$ cat config.mk
export PLATFORM = sky130hd
export DESIGN_NAME = positional_insert_remove_list_flat
export DESIGN_NICKNAME = d
export VERILOG_FILES = /design/src/rtl/core/pirl_pkg.sv /design/src/rtl/core/pirl_req_if.sv /design/src/rtl/core/pirl_rsp_if.sv /design/src/rtl/core/pirl_ram.sv /design/src/rtl/core/pirl_ctrl.sv /design/src/rtl/core/pirl_dp.sv /design/src/rtl/core/positional_insert_remove_list.sv /design/src/flat_wrapper.sv
export SDC_FILE = /design/constraint.sdc
export NUM_CORES = 1
export LEC_CHECK = 0
export ABC_CLOCK_PERIOD_IN_PS = 3680
export BUFFER_PORTS_ARGS = -buffer_cell sky130_fd_sc_hd__buf_2
export CAP_MARGIN = 20
export CORE_UTILIZATION = 55
export CTS_CLUSTER_SIZE = 14
export DETAILED_ROUTE_END_ITERATION = 6
export GPL_ROUTABILITY_DRIVEN = 0
export PLACE_DENSITY = 0.75
export SLEW_MARGIN = 30
export SYNTH_ARGS = -nofsm -noshare
export SYNTH_HDL_FRONTEND = slang
export SYNTH_SLANG_ARGS = --single-unit
$ cat constraint.sdc
create_clock -name clk -period 3.68 [get_ports clk]
set_clock_uncertainty 0.15 [all_clocks]
set_input_delay 0.368 -clock clk [delete_from_list [all_inputs] [get_ports clk]]
set_output_delay 0.368 -clock clk [all_outputs]
set_load 0.01 [all_outputs]
$ cat src/rtl/core/pirl_pkg.sv
// ----------------------------------------------------------------------------
// pirl_pkg: shared types and constants for the positional list
// Request/result codes, field widths and the controller/datapath bundles.
// ----------------------------------------------------------------------------
package pirl_pkg;

	// default sizing
	localparam int DEPTH_DEF      = 16;
	localparam int VALUE_BITS_DEF = 15;

	// fixed field widths on the channels
	localparam int REQ_W   = 3;
	localparam int POS_W   = 6;
	localparam int VAL_W   = 16;
	localparam int STAT_W  = 3;
	localparam int IDX_W   = 4;
	localparam int EVAL_W  = 15;
	localparam int CNT_W   = 5;

	typedef enum logic [REQ_W-1:0] {
		REQ_APPEND = 3'd0,
		REQ_DUMP   = 3'd1,
		REQ_CLEAR  = 3'd2,
		REQ_INSERT = 3'd3,
		REQ_REMOVE = 3'd4
	} req_kind_t;

	typedef enum logic [STAT_W-1:0] {
		ST_OK     = 3'd0,
		ST_FULL   = 3'd1,
		ST_EMPTY  = 3'd2,
		ST_BADPOS = 3'd3,
		ST_NEG    = 3'd4
	} status_t;

	// walk pointer load source
	typedef enum logic [1:0] {
		PI_COUNT = 2'd0,
		PI_POS   = 2'd1,
		PI_ZERO  = 2'd2
	} ptr_init_t;

	// read address relative to the walk pointer
	typedef enum logic [1:0] {
		RD_PTR  = 2'd0,
		RD_PREV = 2'd1,
		RD_NEXT = 2'd2
	} rd_sel_t;

	typedef struct packed {
		logic      load_req;
		logic      set_code;
		logic      ptr_load;
		ptr_init_t ptr_init;
		logic      ptr_step;
		logic      mem_re;
		rd_sel_t   rd_sel;
		logic      mem_we;
		logic      wr_new;
		logic      count_inc;
		logic      count_dec;
		logic      count_clr;
		logic      out_load;
		logic      out_dump;
	} cmd_t;

	typedef struct packed {
		logic [REQ_W-1:0] req_type;
		logic             chk_ok;
		logic             walk_done;
		logic             at_end;
		logic             out_free;
	} sts_t;

endpackage

$ cat src/rtl/core/pirl_req_if.sv
// ----------------------------------------------------------------------------
// pirl_req_if: request channel
// valid/ready handshake carrying one list request per beat.
// ----------------------------------------------------------------------------
interface pirl_req_if;
	logic                              valid;
	logic                              ready;
	logic [pirl_pkg::REQ_W-1:0]        req_type;
	logic [pirl_pkg::POS_W-1:0]        position;
	logic signed [pirl_pkg::VAL_W-1:0] value;

	modport source (output valid, req_type, position, value, input ready);
	modport sink   (input valid, req_type, position, value, output ready);
endinterface

$ cat src/rtl/core/pirl_rsp_if.sv
// ----------------------------------------------------------------------------
// pirl_rsp_if: result channel
// valid/ready handshake carrying one result beat.
// ----------------------------------------------------------------------------
interface pirl_rsp_if;
	logic                        valid;
	logic                        ready;
	logic [pirl_pkg::STAT_W-1:0] status;
	logic [pirl_pkg::IDX_W-1:0]  entry_index;
	logic [pirl_pkg::EVAL_W-1:0] entry_value;
	logic [pirl_pkg::CNT_W-1:0]  item_count;
	logic                        last;

	modport source (output valid, status, entry_index, entry_value, item_count, last,
		input ready);
	modport sink   (input valid, status, entry_index, entry_value, item_count, last,
		output ready);
endinterface

$ cat src/rtl/core/pirl_ram.sv
// ----------------------------------------------------------------------------
// pirl_ram: generic single-port-write RAM
// One write and one read port, read data registered on read enable.
// ----------------------------------------------------------------------------
module pirl_ram #(
	parameter  int W  = 8,
	parameter  int D  = 16,
	localparam int AW = (D > 1) ? $clog2(D) : 1
) (
	input  logic          clk,
	input  logic          we,
	input  logic [AW-1:0] waddr,
	input  logic [W-1:0]  wdata,
	input  logic          re,
	input  logic [AW-1:0] raddr,
	output logic [W-1:0]  rdata
);

	logic [W-1:0] mem_q [D];

	always_ff @(posedge clk) begin
		if (we) begin
			mem_q[waddr] <= wdata;
		end
		if (re) begin
			rdata <= mem_q[raddr];
		end
	end

endmodule

$ cat src/rtl/core/pirl_ctrl.sv
// ----------------------------------------------------------------------------
// pirl_ctrl: request sequencer
// Decodes each request and steps the datapath through shifts, writes and beats.
// ----------------------------------------------------------------------------
module pirl_ctrl (
	input  logic             clk,
	input  logic             arst_n,
	input  logic             req_valid,
	output logic             req_ready,
	input  pirl_pkg::sts_t   sts,
	output pirl_pkg::cmd_t   cmd
);

	typedef enum logic [7:0] {
		S_IDLE   = 8'b0000_0001,
		S_DECODE = 8'b0000_0010,
		S_SH_RD  = 8'b0000_0100,
		S_SH_WR  = 8'b0000_1000,
		S_PUT    = 8'b0001_0000,
		S_D_RD   = 8'b0010_0000,
		S_D_OUT  = 8'b0100_0000,
		S_RESP   = 8'b1000_0000
	} state_t;

	state_t state_q, state_d;
	logic   is_insert;

	assign is_insert = (sts.req_type == pirl_pkg::REQ_INSERT);

	always_ff @(posedge clk or negedge arst_n) begin
		if (!arst_n) begin
			state_q <= S_IDLE;
		end else begin
			state_q <= state_d;
		end
	end

	always_comb begin
		state_d   = state_q;
		cmd       = '0;
		req_ready = 1'b0;
		case (state_q)
			S_IDLE: begin
				req_ready = 1'b1;
				if (req_valid) begin
					cmd.load_req = 1'b1;
					state_d      = S_DECODE;
				end
			end
			S_DECODE: begin
				cmd.set_code = 1'b1;
				case (sts.req_type)
					pirl_pkg::REQ_APPEND: begin
						cmd.ptr_load = sts.chk_ok;
						cmd.ptr_init = pirl_pkg::PI_COUNT;
						state_d      = sts.chk_ok ? S_PUT : S_RESP;
					end
					pirl_pkg::REQ_INSERT: begin
						cmd.ptr_load = sts.chk_ok;
						cmd.ptr_init = pirl_pkg::PI_COUNT;
						state_d      = sts.chk_ok ? S_SH_RD : S_RESP;
					end
					pirl_pkg::REQ_REMOVE: begin
						cmd.ptr_load = sts.chk_ok;
						cmd.ptr_init = pirl_pkg::PI_POS;
						state_d      = sts.chk_ok ? S_SH_RD : S_RESP;
					end
					pirl_pkg::REQ_DUMP: begin
						cmd.ptr_load = sts.chk_ok;
						cmd.ptr_init = pirl_pkg::PI_ZERO;
						state_d      = sts.chk_ok ? S_D_RD : S_RESP;
					end
					pirl_pkg::REQ_CLEAR: begin
						cmd.count_clr = 1'b1;
						state_d       = S_RESP;
					end
					default: begin
						// unused codes: dropped without a result
						state_d = S_IDLE;
					end
				endcase
			end
			S_SH_RD: begin
				if (sts.walk_done) begin
					if (is_insert) begin
						state_d = S_PUT;
					end else begin
						cmd.count_dec = 1'b1;
						state_d       = S_RESP;
					end
				end else begin
					cmd.mem_re = 1'b1;
					cmd.rd_sel = is_insert ? pirl_pkg::RD_PREV : pirl_pkg::RD_NEXT;
					state_d    = S_SH_WR;
				end
			end
			S_SH_WR: begin
				cmd.mem_we   = 1'b1;
				cmd.ptr_step = 1'b1;
				state_d      = S_SH_RD;
			end
			S_PUT: begin
				cmd.mem_we    = 1'b1;
				cmd.wr_new    = 1'b1;
				cmd.count_inc = 1'b1;
				state_d       = S_RESP;
			end
			S_D_RD: begin
				cmd.mem_re = 1'b1;
				cmd.rd_sel = pirl_pkg::RD_PTR;
				state_d    = S_D_OUT;
			end
			S_D_OUT: begin
				if (sts.out_free) begin
					cmd.out_load = 1'b1;
					cmd.out_dump = 1'b1;
					if (sts.at_end) begin
						state_d = S_IDLE;
					end else begin
						// prefetch next entry while this beat is sent
						cmd.mem_re   = 1'b1;
						cmd.rd_sel   = pirl_pkg::RD_NEXT;
						cmd.ptr_step = 1'b1;
					end
				end
			end
			S_RESP: begin
				if (sts.out_free) begin
					cmd.out_load = 1'b1;
					state_d      = S_IDLE;
				end
			end
			default: begin
				state_d = S_IDLE;
			end
		endcase
	end

	a_load_free: assert property (@(posedge clk) disable iff (!arst_n)
		cmd.out_load |-> sts.out_free)
		else $error("result loaded while output register busy");

	a_count_then_resp: assert property (@(posedge clk) disable iff (!arst_n)
		(cmd.count_inc || cmd.count_dec || cmd.count_clr) |=> state_q == S_RESP)
		else $error("count update not followed by result");

endmodule

$ cat src/rtl/core/pirl_dp.sv
// ----------------------------------------------------------------------------
// pirl_dp: list datapath
// Entry RAM, count, walk pointer, request register and result register.
// ----------------------------------------------------------------------------
module pirl_dp #(
	parameter int DEPTH      = pirl_pkg::DEPTH_DEF,
	parameter int VALUE_BITS = pirl_pkg::VALUE_BITS_DEF
) (
	input  logic                              clk,
	input  logic                              arst_n,
	input  pirl_pkg::cmd_t                    cmd,
	output pirl_pkg::sts_t                    sts,
	input  logic [pirl_pkg::REQ_W-1:0]        in_req_type,
	input  logic [pirl_pkg::POS_W-1:0]        in_position,
	input  logic signed [pirl_pkg::VAL_W-1:0] in_value,
	output logic                              out_valid,
	input  logic                              out_ready,
	output logic [pirl_pkg::STAT_W-1:0]       out_status,
	output logic [pirl_pkg::IDX_W-1:0]        out_entry_index,
	output logic [pirl_pkg::EVAL_W-1:0]       out_entry_value,
	output logic [pirl_pkg::CNT_W-1:0]        out_item_count,
	output logic                              out_last
);

	localparam int CW   = $clog2(DEPTH + 1);
	localparam int AW   = (DEPTH > 1) ? $clog2(DEPTH) : 1;
	localparam int CMPW = (CW > pirl_pkg::POS_W) ? CW : pirl_pkg::POS_W;

	// latched request
	logic [pirl_pkg::REQ_W-1:0]        type_q;
	logic [pirl_pkg::POS_W-1:0]        pos_q;
	logic signed [pirl_pkg::VAL_W-1:0] val_q;

	logic [CW-1:0]       count_q;
	logic [CW-1:0]       ptr_q;
	logic [CW-1:0]       ptr_inc;
	logic [CW-1:0]       ptr_dec;
	pirl_pkg::status_t   st_q;
	pirl_pkg::status_t   chk_code;

	logic [CMPW-1:0] pos_x;
	logic [CMPW-1:0] cnt_x;
	logic [CMPW-1:0] ptr_x;
	logic            full;
	logic            empty;
	logic            neg;

	logic [AW-1:0]         raddr;
	logic [VALUE_BITS-1:0] wdata;
	logic [VALUE_BITS-1:0] rdata;

	assign ptr_inc = ptr_q + CW'(1);
	assign ptr_dec = ptr_q - CW'(1);
	assign pos_x   = CMPW'(pos_q);
	assign cnt_x   = CMPW'(count_q);
	assign ptr_x   = CMPW'(ptr_q);
	assign full    = (count_q == CW'(DEPTH));
	assign empty   = (count_q == '0);
	assign neg     = val_q[pirl_pkg::VAL_W-1];

	// checks in request order
	always_comb begin
		case (type_q)
			pirl_pkg::REQ_APPEND: begin
				chk_code = full ? pirl_pkg::ST_FULL
					: (neg ? pirl_pkg::ST_NEG : pirl_pkg::ST_OK);
			end
			pirl_pkg::REQ_INSERT: begin
				chk_code = full ? pirl_pkg::ST_FULL
					: ((pos_x > cnt_x) ? pirl_pkg::ST_BADPOS
					: (neg ? pirl_pkg::ST_NEG : pirl_pkg::ST_OK));
			end
			pirl_pkg::REQ_REMOVE: begin
				chk_code = empty ? pirl_pkg::ST_EMPTY
					: ((pos_x >= cnt_x) ? pirl_pkg::ST_BADPOS : pirl_pkg::ST_OK);
			end
			pirl_pkg::REQ_DUMP: begin
				chk_code = empty ? pirl_pkg::ST_EMPTY : pirl_pkg::ST_OK;
			end
			default: begin
				chk_code = pirl_pkg::ST_OK;
			end
		endcase
	end

	assign sts.req_type  = type_q;
	assign sts.chk_ok    = (chk_code == pirl_pkg::ST_OK);
	assign sts.at_end    = (ptr_inc == count_q);
	assign sts.walk_done = (type_q == pirl_pkg::REQ_INSERT) ? (ptr_x == pos_x) : sts.at_end;
	assign sts.out_free  = !out_valid || out_ready;

	always_ff @(posedge clk) begin
		if (cmd.load_req) begin
			type_q <= in_req_type;
			pos_q  <= in_position;
			val_q  <= in_value;
		end
		if (cmd.set_code) begin
			st_q <= chk_code;
		end
	end

	always_ff @(posedge clk or negedge arst_n) begin
		if (!arst_n) begin
			count_q <= '0;
			ptr_q   <= '0;
		end else begin
			if (cmd.count_clr) begin
				count_q <= '0;
			end else if (cmd.count_inc) begin
				count_q <= count_q + CW'(1);
			end else if (cmd.count_dec) begin
				count_q <= count_q - CW'(1);
			end
			if (cmd.ptr_load) begin
				case (cmd.ptr_init)
					pirl_pkg::PI_COUNT: ptr_q <= count_q;
					pirl_pkg::PI_POS:   ptr_q <= CW'(pos_q);
					default:            ptr_q <= '0;
				endcase
			end else if (cmd.ptr_step) begin
				ptr_q <= (type_q == pirl_pkg::REQ_INSERT) ? ptr_dec : ptr_inc;
			end
		end
	end

	always_comb begin
		case (cmd.rd_sel)
			pirl_pkg::RD_PREV: raddr = AW'(ptr_dec);
			pirl_pkg::RD_NEXT: raddr = AW'(ptr_inc);
			default:           raddr = AW'(ptr_q);
		endcase
	end

	assign wdata = cmd.wr_new ? VALUE_BITS'(val_q) : rdata;

	pirl_ram #(
		.W (VALUE_BITS),
		.D (DEPTH)
	) u_ram (
		.clk   (clk),
		.we    (cmd.mem_we),
		.waddr (AW'(ptr_q)),
		.wdata (wdata),
		.re    (cmd.mem_re),
		.raddr (raddr),
		.rdata (rdata)
	);

	// result register
	always_ff @(posedge clk or negedge arst_n) begin
		if (!arst_n) begin
			out_valid <= 1'b0;
		end else if (cmd.out_load) begin
			out_valid <= 1'b1;
		end else if (out_ready) begin
			out_valid <= 1'b0;
		end
	end

	always_ff @(posedge clk) begin
		if (cmd.out_load) begin
			out_item_count <= pirl_pkg::CNT_W'(count_q);
			if (cmd.out_dump) begin
				out_status      <= pirl_pkg::ST_OK;
				out_entry_index <= pirl_pkg::IDX_W'(ptr_q);
				out_entry_value <= pirl_pkg::EVAL_W'(rdata);
				out_last        <= sts.at_end;
			end else begin
				out_status      <= st_q;
				out_entry_index <= '0;
				out_entry_value <= '0;
				out_last        <= 1'b1;
			end
		end
	end

	a_count_range: assert property (@(posedge clk) disable iff (!arst_n)
		count_q <= CW'(DEPTH))
		else $error("entry count above depth");

	a_count_step: assert property (@(posedge clk) disable iff (!arst_n)
		count_q != $past(count_q) |->
			count_q == $past(count_q) + CW'(1) || count_q == $past(count_q) - CW'(1)
			|| count_q == '0)
		else $error("entry count jumped");

endmodule

$ cat src/rtl/core/positional_insert_remove_list.sv
// ----------------------------------------------------------------------------
// positional_insert_remove_list: ordered list with positional insert/remove
// Keeps up to DEPTH non-negative values; append, insert, remove, clear, dump.
// ----------------------------------------------------------------------------
// From request beat to first result registered: clear, rejected requests and a
// dump of an empty list go from decode straight to the result; append writes
// the new entry, dump reads the first; insert and remove shift the entries up
// or down (one RAM read plus one write per entry); insert then adds the value.
// A dump then sends one beat per cycle while the result side keeps taking.
// A new request is taken the cycle after the last result is registered.
// Reset clears the count and the sequencer; the entry RAM is not cleared.
// ----------------------------------------------------------------------------
module positional_insert_remove_list #(
	parameter int DEPTH      = pirl_pkg::DEPTH_DEF,
	parameter int VALUE_BITS = pirl_pkg::VALUE_BITS_DEF
) (
	input  logic        clk,
	input  logic        arst_n,
	pirl_req_if.sink    req,
	pirl_rsp_if.source  rsp
);

	// command/status bundle between sequencer and datapath
	pirl_pkg::cmd_t cmd;
	pirl_pkg::sts_t sts;

	// Sequencer: one request at a time; it holds off the request side
	// while it walks the RAM or waits for the result register to drain.
	pirl_ctrl u_ctrl (
		.clk       (clk),
		.arst_n    (arst_n),
		.req_valid (req.valid),
		.req_ready (req.ready),
		.sts       (sts),
		.cmd       (cmd)
	);

	// Datapath: entry RAM, count, walk pointer and the result register.
	// The result register decouples the result beat from the next request.
	pirl_dp #(
		.DEPTH      (DEPTH),
		.VALUE_BITS (VALUE_BITS)
	) u_dp (
		.clk             (clk),
		.arst_n          (arst_n),
		.cmd             (cmd),
		.sts             (sts),
		.in_req_type     (req.req_type),
		.in_position     (req.position),
		.in_value        (req.value),
		.out_valid       (rsp.valid),
		.out_ready       (rsp.ready),
		.out_status      (rsp.status),
		.out_entry_index (rsp.entry_index),
		.out_entry_value (rsp.entry_value),
		.out_item_count  (rsp.item_count),
		.out_last        (rsp.last)
	);

endmodule
$ cat src/flat_wrapper.sv
// flat-port wrapper written by rule: the top's interface ports become plain ports
module positional_insert_remove_list_flat 
#(
	parameter int DEPTH      = pirl_pkg::DEPTH_DEF,
	parameter int VALUE_BITS = pirl_pkg::VALUE_BITS_DEF
)
  (clk, arst_n, req_valid, req_req_type, req_position, req_value, req_ready, rsp_valid, rsp_status, rsp_entry_index, rsp_entry_value, rsp_item_count, rsp_last, rsp_ready);
  pirl_req_if req_i ();
  pirl_rsp_if rsp_i ();
  input  logic clk;
  input  logic arst_n;
  input wire logic [$bits(req_i.valid)-1:0] req_valid;
  input wire logic [$bits(req_i.req_type)-1:0] req_req_type;
  input wire logic [$bits(req_i.position)-1:0] req_position;
  input wire logic [$bits(req_i.value)-1:0] req_value;
  output wire logic [$bits(req_i.ready)-1:0] req_ready;
  output wire logic [$bits(rsp_i.valid)-1:0] rsp_valid;
  output wire logic [$bits(rsp_i.status)-1:0] rsp_status;
  output wire logic [$bits(rsp_i.entry_index)-1:0] rsp_entry_index;
  output wire logic [$bits(rsp_i.entry_value)-1:0] rsp_entry_value;
  output wire logic [$bits(rsp_i.item_count)-1:0] rsp_item_count;
  output wire logic [$bits(rsp_i.last)-1:0] rsp_last;
  input wire logic [$bits(rsp_i.ready)-1:0] rsp_ready;
  assign req_i.valid = req_valid;
  assign req_i.req_type = req_req_type;
  assign req_i.position = req_position;
  assign req_i.value = req_value;
  assign req_ready = req_i.ready;
  assign rsp_valid = rsp_i.valid;
  assign rsp_status = rsp_i.status;
  assign rsp_entry_index = rsp_i.entry_index;
  assign rsp_entry_value = rsp_i.entry_value;
  assign rsp_item_count = rsp_i.item_count;
  assign rsp_last = rsp_i.last;
  assign rsp_i.ready = rsp_ready;
  positional_insert_remove_list #(.DEPTH(DEPTH), .VALUE_BITS(VALUE_BITS)) u_core (.clk(clk), .arst_n(arst_n), .req(req_i), .rsp(rsp_i));
endmodule
# After elaboration in Yosys (flattened, before gate mapping)
# Memories as Yosys holds them, arrays and structs flattened. A register that Yosys moved wholly into a read port is not among the register bits.
# Index checks and enable logic that the tools add are counted.
# Widths: inputs -> output; s select.
[word_totals] reg_bits=75 mem_bits_rw=240 input_bits=29 out_inout_bits=30 word_cells=110 memories=1
[classes] add_sub_neg=4 magnitude_cmp=2 eq_ne=22 n_mux=55 reduce_logical=13
[memory_table] name="u_core.u_dp.u_ram.mem_q" words=16 word_bits=15 read_ports=1 rd_ports_with_merged_regs=1 write_ports=1 line_no="pirl_ram.sv:19" rtl="logic [W-1:0] mem_q [D];"
[ops] op="$mux 8" n=9
[ops] op="$pmux 8 s8" n=1
[ops] op="$pmux 8 s4" n=1
[ops] op="$mux 5" n=6
[ops] op="$pmux 3 s3" n=2
[ops] op="$mux 1" n=16
[ops] op="$mux 15" n=1
[ops] op="$mux 3" n=5
[ops] op="$mux 2" n=6
[ops] op="$mux 4" n=3
[ops] op="$pmux 3 s4" n=1
[ops] op="$add 5x1->5 const B" n=2
[ops] op="$pmux 5 s2" n=1
[ops] op="$sub 5x1->5 const B" n=2
[ops] op="$eq 8x1->1 const B" n=1
[ops] op="$eq 8x2->1 const B" n=1
[ops] op="$eq 8x3->1 const B" n=1
[ops] op="$eq 8x4->1 const B" n=1
[ops] op="$eq 8x5->1 const B" n=1
[ops] op="$eq 8x6->1 const B" n=1
[ops] op="$eq 8x7->1 const B" n=1
[ops] op="$eq 8x8->1 const B" n=1
[ops] op="$pmux 4 s2" n=1
[ops] op="$eq 3x2->1 const B" n=2
[ops] op="21 further kinds" n=29

# Longest topological paths before layout
[depth] ltp_word=10 depth_mapped=17 ltp_nobuf=15

# Cells and area by module
# A second synthesis with hierarchy kept.
[hier_totals] hier_cells=760 area_unflattened_um2=13764.5
[by_module_without_submodules] mod="pirl_ram" n_inst=1 cells_each=406 area_per_inst_um2=9596.7 seq_area_each_um2=7657.3
[by_module_without_submodules] mod="pirl_dp" n_inst=1 cells_each=264 area_per_inst_um2=3337.0 seq_area_each_um2=1956.9
[by_module_without_submodules] mod="pirl_ctrl" n_inst=1 cells_each=90 area_per_inst_um2=830.8 seq_area_each_um2=201.4

# Worst setup path before layout
# OpenSTA, ideal clock, no wires.
[synth_path] kind="register to register" from="reg u_core.u_dp.ptr_q[1]" to="reg u_core.u_dp.u_ram.rdata[2], read port of u_core.u_dp.u_ram.mem_q (data pin)" setup_ns=0.271 t_arrival_ns=3.634 t_required_ns=3.259 path_slack_ns=-0.375 stages_incl_launch_ff=17 n_path_buf=3 period_less_slack_ns=4.055 cell_sequence="dfrtp_1 > clkbuf_1 > inv_1 > ha_1 > xor2_1 > a211oi_1 > o311ai_1 > o21ai_0 > ha_1 > buf_2 > nor3_1 > a21oi_2 > buf_2 > mux4_2 > nor2b_1 > a211oi_1 > a21oi_1"
[synth_via] elab_chain_len=7 elab_cells_between_ends=12 classes_between="add/sub (2); eq/ne (4); mux (6)"
[synth_lines] element="start: declaration" line_no="pirl_dp.sv:35" rtl="logic [CW-1:0] ptr_q;"
[synth_lines] element="start signal: assignment" line_no="pirl_dp.sv:117" rtl="pirl_pkg::PI_COUNT: ptr_q <= count_q;"
[synth_lines] element="start signal: assignment" line_no="pirl_dp.sv:118" rtl="pirl_pkg::PI_POS: ptr_q <= CW'(pos_q);"
[synth_lines] element="start signal: assignment" line_no="pirl_dp.sv:122" rtl="ptr_q <= (type_q == pirl_pkg::REQ_INSERT) ? ptr_dec : ptr_inc;"
[synth_lines] element="$add 5x1->5" line_no="pirl_dp.sv:52" rtl="assign ptr_inc = ptr_q + CW'(1);"
[synth_lines] element="$eq 5x5->1" line_no="pirl_dp.sv:88" rtl="assign sts.at_end = (ptr_inc == count_q);"
[synth_lines] element="$mux 1 or $mux 4 (tied branches)" line_no="pirl_dp.sv:89, pirl_ctrl.sv:117"
[synth_lines] element="$mux 3 or $mux 4 (tied branches)" line_no="pirl_ctrl.sv:84, pirl_ctrl.sv:114"
[synth_lines] element="$pmux 3 s3" line_no="pirl_ctrl.sv:42" rtl="case (state_q)"
[synth_lines] element="$eq 2x2->1 or $eq 2x1->1 (tied branches)" line_no="pirl_dp.sv:128" rtl="case (cmd.rd_sel)"
[synth_lines] element="$pmux 4 s2" line_no="pirl_dp.sv:128"
[synth_lines] element="end: declaration" line_no="pirl_ram.sv:16" rtl="output logic [W-1:0] rdata"
# Several ways; a longest one is shown, not always the timed one.
# A chain may end at the register's enable or synchronous reset.

# Worst setup path in the final report
[layout_path] from="reg u_core.u_dp.ptr_q[0]" to="reg u_core.u_dp.u_ram.rdata[0], read port of u_core.u_dp.u_ram.mem_q (data pin)"
# Same word-level chain as after synthesis.

==> impl_metrics.csv <==
group,metric,value,unit
critical_path,cp.arrival,3.80,ns
synthesis,synth_cell_types,52,
drt,drt_iter0_drc,732,
place,postPlaceCellArea,15100,sq um
drt,first_pass_iters,5,
drt,met1_length,12800,um
grt,grt_max_degree,31,
min_path,hp-class,"primary input to flop",
power_and_ir_drop,p_leak,6.13,nW
critical_path,r2r_setup_slack,-0.01,ns
critical_path,start_kind,"flop",
sta,hold_ws,0.0127,ns
synthesis,synth_edf_count,311,
clocking,root_buffer,"clkbuf_16",
clocking,clkTransAtPathRegs,0.06,ns
synthesis,syn_inst,790,
sta,finalHoldViolCount,0,
floorplanning,row_count,57,
clocking,cts_buffers,34,
grt,antenna_found_initial,0,
drt,wire_per_inst,23.5,um
critical_path,timing.rr.end,"u_core.u_dp.u_ram.rdata[0]",
finish,layout_commonest_cell,"edfxtp_1",
clocking,cts_tree,"done",
sta,drv_slew,0,
finish,synthToLayoutAreaGrowth,25.9,%
drt,vias,8080,
critical_path,end_kind,"flop",
finish,fin_area,17200,sq um
grt,grt_usage,25.7,%
sta,worst_pin_slew,0.770,ns
synthesis,synthTopCellsByArea,"edfxtp_1, mux4_2, dfrtp_1, nand2_1, mux2i_1",
synthesis,ys_ff_latch,330,
critical_path,critical_path.max_fanout,6,
sta,period_minus_slack,3.69,ns
sta,fin_tns_setup,-0.0174,ns
critical_path,crit_start,"u_core.u_dp.ptr_q[0]",
critical_path,crit_type,"flop to flop",
critical_path,crit_end,"u_core.u_dp.u_ram.rdata[0]",
drt,ant_nets,0,
power_and_ir_drop,powerDensity,698,nW/um^2
floorplanning,die_y,160,um
clocking,clkSinkCount,330,
sta,fmax,271,MHz
drt,vias_per_cell,5.93,
critical_path,rr_worst_depth,15,
grt,grt_overflow,0,
synthesis,avgSynthCellArea,17.3,sq um
power_and_ir_drop,finalPower,12.0,mW
power_and_ir_drop,ir_drop,0.620,mV
synthesis,synth_flop_cell,"edfxtp_1",
place,dp_slack,-0.191,ns
drt,routed.top_layer,"met4",
finish,final_nets,1062,
synthesis,yosysSeqAreaShare,71.9,%
floorplanning,ios,59,
grt,grt_pass1_vias,8138,
clocking,h-tree-depth,2,
critical_path,r2r-start,"u_core.u_dp.ptr_q[0]",
sta,setup_violations,2,
outcome,status,"finished, violations left",
floorplanning,core-area,24300,sq um
synthesis,ys_async_sr_fraction,5.76,%
drt,wirelength,32000,um
drt,routed-wl-met2,16100,um
synthesis,yosys_warnings,0,
drt,drc,0,
place,port_buffers,58,
synthesis,synth_nets,835,
clocking,clkLatencyLatePin,0.51,ns
critical_path,critPathRequiredTime,3.79,ns
finish,layout_common_cells,"edfxtp_1, buf_4, nand2_1",
drt,routed-wl-met3,2180,um
clocking,clockBufferDepth,3,
finish,n_antenna_cell,0,
flow_run,maxCapViolCount,0,
floorplanning,die_w,160,um
floorplanning,start_util,56.2,%
sta,relSlewSlack,48.3,%
place,dp_hpwl,19200,um
floorplanning,die_area,25500,sq um
sta,setup_ws,-0.0106,ns
sta,period_share,100,%
synthesis,netlist_area,13700,sq um
sta,rsz0062_at_grt,"yes",
grt,grt_pass1_wl,48300,um
finish,post_route_cells_drive_above_1_share,35.3,%
outcome,failed_checks,"negative setup slack",
synthesis,yosysTopAreaCell,"edfxtp_1",
synthesis,netlist.area_leader.share,68.4,%
## worst min path at each step
stage	start	to	slack (ns)	cells past startpoint
global placement	arst_n	u_core.u_ctrl.state_q[1]	0.19	1
global route	rsp_ready	u_core.u_dp.out_valid	0.01	3
CTS	rsp_ready	u_core.u_dp.out_valid	0.004	3
floorplan	arst_n	u_core.u_ctrl.state_q[1]	-0.08	0
finish	rsp_ready	u_core.u_dp.out_valid	0.01	3
detailed placement	arst_n	u_core.u_ctrl.state_q[7]	0.20	1
## state kept, by name (all words and copies together) (netlist names), 4 cells and up
signal,flops
u_core.u_dp.out_item_count,5
u_core.u_dp.val_q,16
u_core.u_dp.u_ram.mem_q,240
u_core.u_dp.out_entry_value,15
u_core.u_dp.u_ram.rdata,15
u_core.u_dp.count_q,5
u_core.u_ctrl.state_q,8
u_core.u_dp.ptr_q,5
u_core.u_dp.pos_q,6
u_core.u_dp.out_entry_index,4
## stage by stage
stage               util (%)  instances
floorplan                  -        790
global placement        62.2       1233
detailed placement      62.2       1233
CTS                     68.9       1324
global route            70.7       1363
finish                  70.7       1363
## final cells by class
type	instances	area (sq um)
Sequential cell	330	9820
Clock inverter	19	256
Fill cell	1400	7130
Multi-Input combinational cell	407	3900
Tap cell	324	405
Clock buffer	39	891
Timing Repair Buffer	226	1850
Inverter	18	67.6
## Yosys cell counts, types with 3 or more instances
library cell	instances
mux2i_1	22
nor3_1	11
o21ai_0	12
nand2_1	70
nand4b_1	7
xor2_1	7
and2_1	20
mux4_2	60
edfxtp_1	311
inv_1	18
and3_1	3
a22o_1	3
nand3_1	4
o21a_1	3
nor4_1	4
buf_2	12
nor2b_1	25
buf_4	5
a21o_1	3
nor2_1	33
nor3b_1	3
xnor2_1	15
clkbuf_1	18
a211oi_1	17
nand2b_1	8
a21oi_1	27
ha_1	15
a22oi_1	6
dfrtp_1	18
## power breakdown
part / internal (mW) / switching [mW] / leakage, nW
clock: 2.16 / 1.41 / 0.554
combinational: 2.10 / 1.85 / 2.55
sequential: 4.35 / 0.119 / 3.02
## cells by family after synthesis
group | count (synthesis) | share of synthesized area (%)
DFF | 330 | 71.9
and+or+nand+nor | 200 | 7.60
muxes | 82 | 11.5
buffers and inverters | 53 | 1.70
adders and majority gates | 16 | 1.52
xor gates and xnor gates | 22 | 1.41
AOI/OAI and AO/OA | 87 | 4.38
## worst max-delay path, cell delays in order (launching register included)
cell       delay (ns)
dfrtp_2          0.43
buf_4            0.16
ha_4             0.17
o21a_1           0.11
o311ai_2         0.36
o21ai_2          0.14
ha_4             0.33
nor3_2           0.06
a21oi_4          0.18
buf_6            0.14
clkbuf_16        0.14
buf_4            0.11
mux4_2           0.50
nor2b_1          0.17
a211oi_2         0.23
a21oi_1          0.06
## repair_timing
item	CTS	global route
gates cloned	2	1
resized for setup	27	35
hold buffers	27	0
endpoints found under the setup margin	14	15
buffers inserted	5	40
pin swaps	10	19
endpoints found under the hold margin	46	0
## layer usage
layer	track usage [%]	vias to the layer above
met5	0	-
met4	9.09	0
met3	4.66	79
met2	42.7	372
met1	34.4	4095
li1	-	3534
(Power assumes the default switching activity.)
